<file path="src/rtl/otsu_pkg.sv">
`timescale 1ns / 1ps
// ----------------------------------------------------------------------------
// otsu_pkg
// Shared constants and controller/datapath interface types for the Otsu
// threshold block.
// ----------------------------------------------------------------------------
package otsu_pkg;

	localparam int COUNT_BITS = 24;
	localparam int NUM_BINS   = 256;
	localparam int BIN_BITS   = 8;
	localparam int QBITS      = 8;

	typedef struct packed {
		logic use_pix;
		logic accept;
		logic pix_wr;
		logic scan_init;
		logic acc_total;
		logic acc_below;
		logic inc_idx;
		logic div_init;
		logic div_step;
		logic mul1;
		logic mul2;
		logic cmp;
		logic finish;
	} otsu_cmd_t;

	typedef struct packed {
		logic idx_last;
		logic last;
		logic skip;
		logic div_last;
	} otsu_stat_t;

endpackage

</file>
<file path="src/rtl/otsu_ctrl.sv">
`timescale 1ns / 1ps
// ----------------------------------------------------------------------------
// otsu_ctrl
// Sequencer: histogram update per pixel, then total-sum pass and scoring pass.
// ----------------------------------------------------------------------------
module otsu_ctrl (
	input  logic                clk,
	input  logic                arst_n,
	input  logic                start,
	output logic                busy,
	input  otsu_pkg::otsu_stat_t stat,
	output otsu_pkg::otsu_cmd_t  cmd
);

	typedef enum logic [11:0] {
		ST_IDLE   = 12'b0000_0000_0001,
		ST_PIX_WR = 12'b0000_0000_0010,
		ST_S1_RD  = 12'b0000_0000_0100,
		ST_S1_ACC = 12'b0000_0000_1000,
		ST_S2_RD  = 12'b0000_0001_0000,
		ST_S2_ACC = 12'b0000_0010_0000,
		ST_S2_CHK = 12'b0000_0100_0000,
		ST_DIV    = 12'b0000_1000_0000,
		ST_MUL1   = 12'b0001_0000_0000,
		ST_MUL2   = 12'b0010_0000_0000,
		ST_CMP    = 12'b0100_0000_0000,
		ST_DONE   = 12'b1000_0000_0000
	} otsu_state_t;

	otsu_state_t state_q, state_d;

	always_ff @(posedge clk or negedge arst_n) begin
		if (!arst_n) begin
			state_q <= ST_IDLE;
		end else begin
			state_q <= state_d;
		end
	end

	assign busy = (state_q != ST_IDLE);

	always_comb begin
		cmd     = '0;
		state_d = state_q;
		unique case (state_q)
			ST_IDLE: begin
				cmd.use_pix = 1'b1;
				if (start) begin
					cmd.accept = 1'b1;
					state_d    = ST_PIX_WR;
				end
			end
			ST_PIX_WR: begin
				cmd.pix_wr = 1'b1;
				if (stat.last) begin
					cmd.scan_init = 1'b1;
					state_d       = ST_S1_RD;
				end else begin
					state_d = ST_IDLE;
				end
			end
			ST_S1_RD: state_d = ST_S1_ACC;
			ST_S1_ACC: begin
				cmd.acc_total = 1'b1;
				cmd.inc_idx   = 1'b1;
				state_d       = stat.idx_last ? ST_S2_RD : ST_S1_RD;
			end
			ST_S2_RD: state_d = ST_S2_ACC;
			ST_S2_ACC: begin
				cmd.acc_below = 1'b1;
				state_d       = ST_S2_CHK;
			end
			ST_S2_CHK: begin
				if (stat.skip) begin
					cmd.inc_idx = 1'b1;
					state_d     = stat.idx_last ? ST_DONE : ST_S2_RD;
				end else begin
					cmd.div_init = 1'b1;
					state_d      = ST_DIV;
				end
			end
			ST_DIV: begin
				cmd.div_step = 1'b1;
				if (stat.div_last) begin
					state_d = ST_MUL1;
				end
			end
			ST_MUL1: begin
				cmd.mul1 = 1'b1;
				state_d  = ST_MUL2;
			end
			ST_MUL2: begin
				cmd.mul2 = 1'b1;
				state_d  = ST_CMP;
			end
			ST_CMP: begin
				cmd.cmp     = 1'b1;
				cmd.inc_idx = 1'b1;
				state_d     = stat.idx_last ? ST_DONE : ST_S2_RD;
			end
			ST_DONE: begin
				cmd.finish = 1'b1;
				state_d    = ST_IDLE;
			end
			default: state_d = ST_IDLE;
		endcase
	end

endmodule

</file>
<file path="config.mk">
export PLATFORM = sky130hd
export DESIGN_NAME = otsu_ctrl
export DESIGN_NICKNAME = d
export VERILOG_FILES = /design/src/rtl/otsu_pkg.sv /design/src/rtl/otsu_ctrl.sv
export SDC_FILE = /design/constraint.sdc
export NUM_CORES = 1
export LEC_CHECK = 0
export ABC_CLOCK_PERIOD_IN_PS = 4000
export BUFFER_PORTS_ARGS = -buffer_cell sky130_fd_sc_hd__buf_2
export CELL_PAD_IN_SITES_DETAIL_PLACEMENT = 1
export CELL_PAD_IN_SITES_GLOBAL_PLACEMENT = 2
export CORE_ASPECT_RATIO = 0.9
export CORE_MARGIN = 10
export CORE_UTILIZATION = 32
export DETAILED_ROUTE_END_ITERATION = 8
export PLACE_DENSITY_LB_ADDON = 0.1
export SLEW_MARGIN = 0
export SYNTH_ARGS = -nofsm -noshare
export SYNTH_HDL_FRONTEND = slang
export SYNTH_SLANG_ARGS = --single-unit
</file>
<file path="constraint.sdc">
create_clock -name clk -period 4 [get_ports clk]
set_input_delay 0.2 -clock clk [delete_from_list [all_inputs] [get_ports clk]]
set_output_delay 0.2 -clock clk [all_outputs]
set_load 0.02 [all_outputs]
</file>
-- Word level (Yosys, flattened, before mapping)
Cells that the tools add are included.
- equal/unequal tests: 15
- multiplexer cells: 22
- reduce and logical (&&, ||, !) cells: 2
- operator list (operator ; number):
    case mux 12 bit (11 select lines) ; 1
    2-to-1 mux 12 bit ; 4
    == test 12 x 1 -> 1 bit, second input constant ; 1
    == test 12 x 10 -> 1 bit, second input constant ; 1
    == test 12 x 11 -> 1 bit, second input constant ; 1
    == test 12 bit, second input constant ; 1
    == test 12 x 2 -> 1 bit, second input constant ; 1
    == test 12 x 3 -> 1 bit, second input constant ; 1
    == test 12 x 4 -> 1 bit, second input constant ; 1
    == test 12 x 5 -> 1 bit, second input constant ; 1
    == test 12 x 6 -> 1 bit, second input constant ; 1
    == test 12 x 7 -> 1 bit, second input constant ; 1
    == test 12 x 8 -> 1 bit, second input constant ; 1
    == test 12 x 9 -> 1 bit, second input constant ; 1
    2-to-1 mux 1 bit ; 12
    inequality test 12 x 1 -> 1 bit, second input constant ; 1
    2-to-1 mux 5 bit ; 1
    2-to-1 mux 2 bit ; 2
    inequality test 2 bit, second input constant ; 2
    2-to-1 mux 3 bit ; 1
    case mux 1 bit (2 select lines) ; 1
    AND reduction 2 bit ; 1
    OR reduction 2 bit ; 1
- flip-flop bits (word level): 12
- bits of input ports: 7
- output and inout port bits: 14
- word-level logic and storage cells: 40

-- Longest topological paths before layout
- depth in word-level cells: 3
- gate-level depth with buffers: 5
- mapped depth without buffers: 4

-- Worst setup path before layout
OpenSTA, ideal clock, no wires.
- path kind: reg2out
- start point: reg state_q[4]
- end point: out cmd[11] (netlist bit)
- arrival: 1.692 ns
- data required time: 3.800 ns
- path slack: 2.108 ns
- stages on the path, launching flop included: 5
- path buffers: 0
- path through: dfrtp_1 nor4_4 nand3_2 nor2_1 and2_1
- RTL lines (element ; RTL line ; source):
    start, declared ; otsu_ctrl.sv:30 ; otsu_state_t state_q, state_d;
    start signal, assigned ; otsu_ctrl.sv:36 ; state_q <= state_d;
    end, declared ; otsu_ctrl.sv:12 ; output otsu_pkg::otsu_cmd_t cmd

==> out/qor.txt <==
hpwl dp -> 1674 um
PwrDens -> 447.1 mW/mm^2
clock buffer depth -> 2
cell family with most CP delay -> simple AND/OR/NAND/NOR gates
row count -> 16
sequential-to-total area share from yosys stat -> 0.3912
gr usage total -> 0.09243
router iterations before antenna repair -> 4
Worst Clk Skew -> 0.002327 ns
Min Clock Period, post-route -> 2.176 ns
clk_lat worst skew -> 0.28 ns
CP arrival -> 1.98 ns
class of the worst hold path -> input pin to register
leakage -> 0.4675 nW
# setup viols final -> 0
Net Count, Synth -> 88
DRC errors left -> 0
max reg flops -> 12
final setup margin -> 1.824 ns
top flop regs -> state_q (12)
total congestion overflow -> 0
Rel. slew slack -> 0.6088
period utilization -> 0.5439
Setup TNS -> 0 ns
Yosys reg bits -> 12
Synth Cell Area -> 770.7 um^2
Layout Cells excl Fill -> 131
max cap viols -> 0
antenna violations before repair -> 0
# resized after CTS -> 0
slowest stage cell, crit path -> nor4_4
worst slew pin tran -> 0.5786 ns
Die ar. -> 0.004774 mm^2
DRT iter0 DRCs -> 46
Ports -> 21
Critical Path RT -> 3.80 ns
Vias -> 684
WL/cell -> 15.98 um
RSZ-0062 raised after global routing -> false
critical path cell sequence -> nor4_4 -> nand3_2 -> nor2_1 -> and2_1 -> buf_2
CTS Buf Count -> 3
final WL -> 2093 um
root buffer cell -> clkbuf_4
Clock Sinks -> 12
Via-to-Cell Ratio -> 5.221
layout cells sized above 1 -> 0.2981
# diodes -> 0
number of library cell types mapped by synthesis -> 33
global-route wire length before repair -> 3546 um
Setup crit end kind -> output pin
Initial Util -> 0.3437
worst slack at placement -> 2.138 ns
FMAX -> 459.6 MHz
Antenna Nets Post-Route -> 0
syn_area_per_cell -> 9.515 um^2
P&R area growth vs syn -> 20.94%
Die Y -> 66.56 um
VDD IR-drop max -> 219.5 uV
CP Launch Type -> register
Final Hold Vio Count -> 0
# port buffers -> 20
WP buf/inv -> 1
fin nets -> 112
largest net degree at the start of global routing -> 13
core area -> 0.002242 mm^2
Worst-path clk slew -> 0.08 ns
Syn. warnings -> 0
critical-path maximum fanout -> 7
vias in the first global route -> 705
CTS tree -> yes
status -> finished, final reports clean
kind of critical path -> register to output pin
largest stage delay on the critical path -> 0.47 ns
H-tree depth -> 1
Die Wd -> 71.73 um
Slew Viols, Final -> 0
Largest Register -> state_q
Placer Congestion -> 0.7594
filler cell count -> 277
Cells after DPL -> 126
post-synthesis instance total -> 81
## worst reg2reg max path, cell delays in order (launching register included)
cell and delay [ns]:
dfrtp_1 0.45, nor4b_1 0.58, nor2_1 0.09, a221o_1 0.33
a31o_1 0.22
## placed cells by master, fill, tap and decap left out, types with 2 or more instances in the layout
cell	instances
o22a_1	2
clkbuf_4	3
and2_1	5
nor4b_1	4
nand2_1	2
nor3b_1	4
nor2_1	12
dfrtp_1	11
o21ai_0	2
nand3_1	2
nor2b_1	5
nor4_4	2
nand2b_1	3
buf_2	20
inv_1	6
and4_1	2
## metrics by stage
stage / utilization / area [um^2] / total power, mW / hold slack (ns)
final: 0.4157 / 932.1 / 0.4168 / 0.1471
after global routing: 0.4157 / 932.1 / 0.4495 / 0.1406
after CTS: 0.4157 / 932.1 / 0.4239 / 0.1369
after detailed placement: 0.3951 / 885.9 / 0.3188 / 0.09920
after global placement: 0.3951 / 885.9 / 0.3172 / 0.09978
after floorplan: - / 770.7 / 0.2667 / -0.09559
## cell type report
class	count	area [um^2]	share of cell area
Inverter	6	22.52	0.02416
Sequential cell	12	301.5	0.3235
Tap cell	27	33.78	0.03624
Clock buffer	4	36.28	0.03893
Timing Repair Buffer	21	110.1	0.1181
Multi-Input combinational cell	61	427.9	0.4591
## cell usage after synthesis, drive strengths merged
cell,number,area [um^2]
o22a,2,17.52
nand2b,3,18.77
nand3b,1,7.510
a31o,1,8.760
dfstp,1,26.28
nor3b,4,30.03
mux2,1,11.26
xnor2,1,8.760
dfrtp,11,275.3
nor2b,5,31.28
and3,1,6.260
o21bai,1,7.510
inv,6,22.52
and4,2,17.52
o311ai,1,8.760
nor2,12,45.04
nor4,3,48.80
buf,2,18.77
nand4,2,18.77
nor3,2,15.01
o21ai,2,10.01
nand3,3,20.02
nand2,2,7.510
nor4b,4,35.03
a21o,1,7.510
and2,5,31.28
a221o,1,10.01
a21oi,1,5.000
## report_power, final
part / total [mW] / switching [mW] / internal (mW)
Combinational: 0.168 / 0.107 / 0.0617
Sequential: 0.147 / 0.0115 / 0.136
Clock: 0.101 / 0.0455 / 0.0554
## per-layer routing
layer,vias up,track usage,share of wire
met2,15,0.1443,0.48
met5,-,0,0
met3,3,0.04296,0.061
met1,331,0.1123,0.45
li1,335,-,-
met4,0,0.02174,0.0062
## worst paths after layout
check | start | to | slack [ns] | cells after the start
worst max-delay path | state_q[4] | cmd[11] | 1.82 | 5
worst min-delay path | stat[0] | state_q[8] | 0.15 | 2
worst max register to register | state_q[4] | state_q[0] | 2.27 | 4
worst min register to register | state_q[2] | state_q[3] | 0.59 | 2
max in group asynchronous | arst_n | state_q[0] | 3.41 | 2
min in group asynchronous | arst_n | state_q[10] | 0.31 | 2
## what timing repair did
item	4_1_cts	5_1_grt
hold endpoints to repair	11	0
hold buffers	1	0
setup buffers	0	0
## logic make-up (layout without fill, tap and decap cells)
family,after synthesis,after routing,synth area share
XOR/XNOR,1,1,0.01137
AO/OA/AOI/OAI,10,10,0.09741
buffers and inverters,8,31,0.05357
flip-flops,12,12,0.3912
AND/OR/NAND/NOR,49,49,0.4318
multiplexers,1,1,0.01461
No activity file was read; power rests on OpenSTA's default activity.
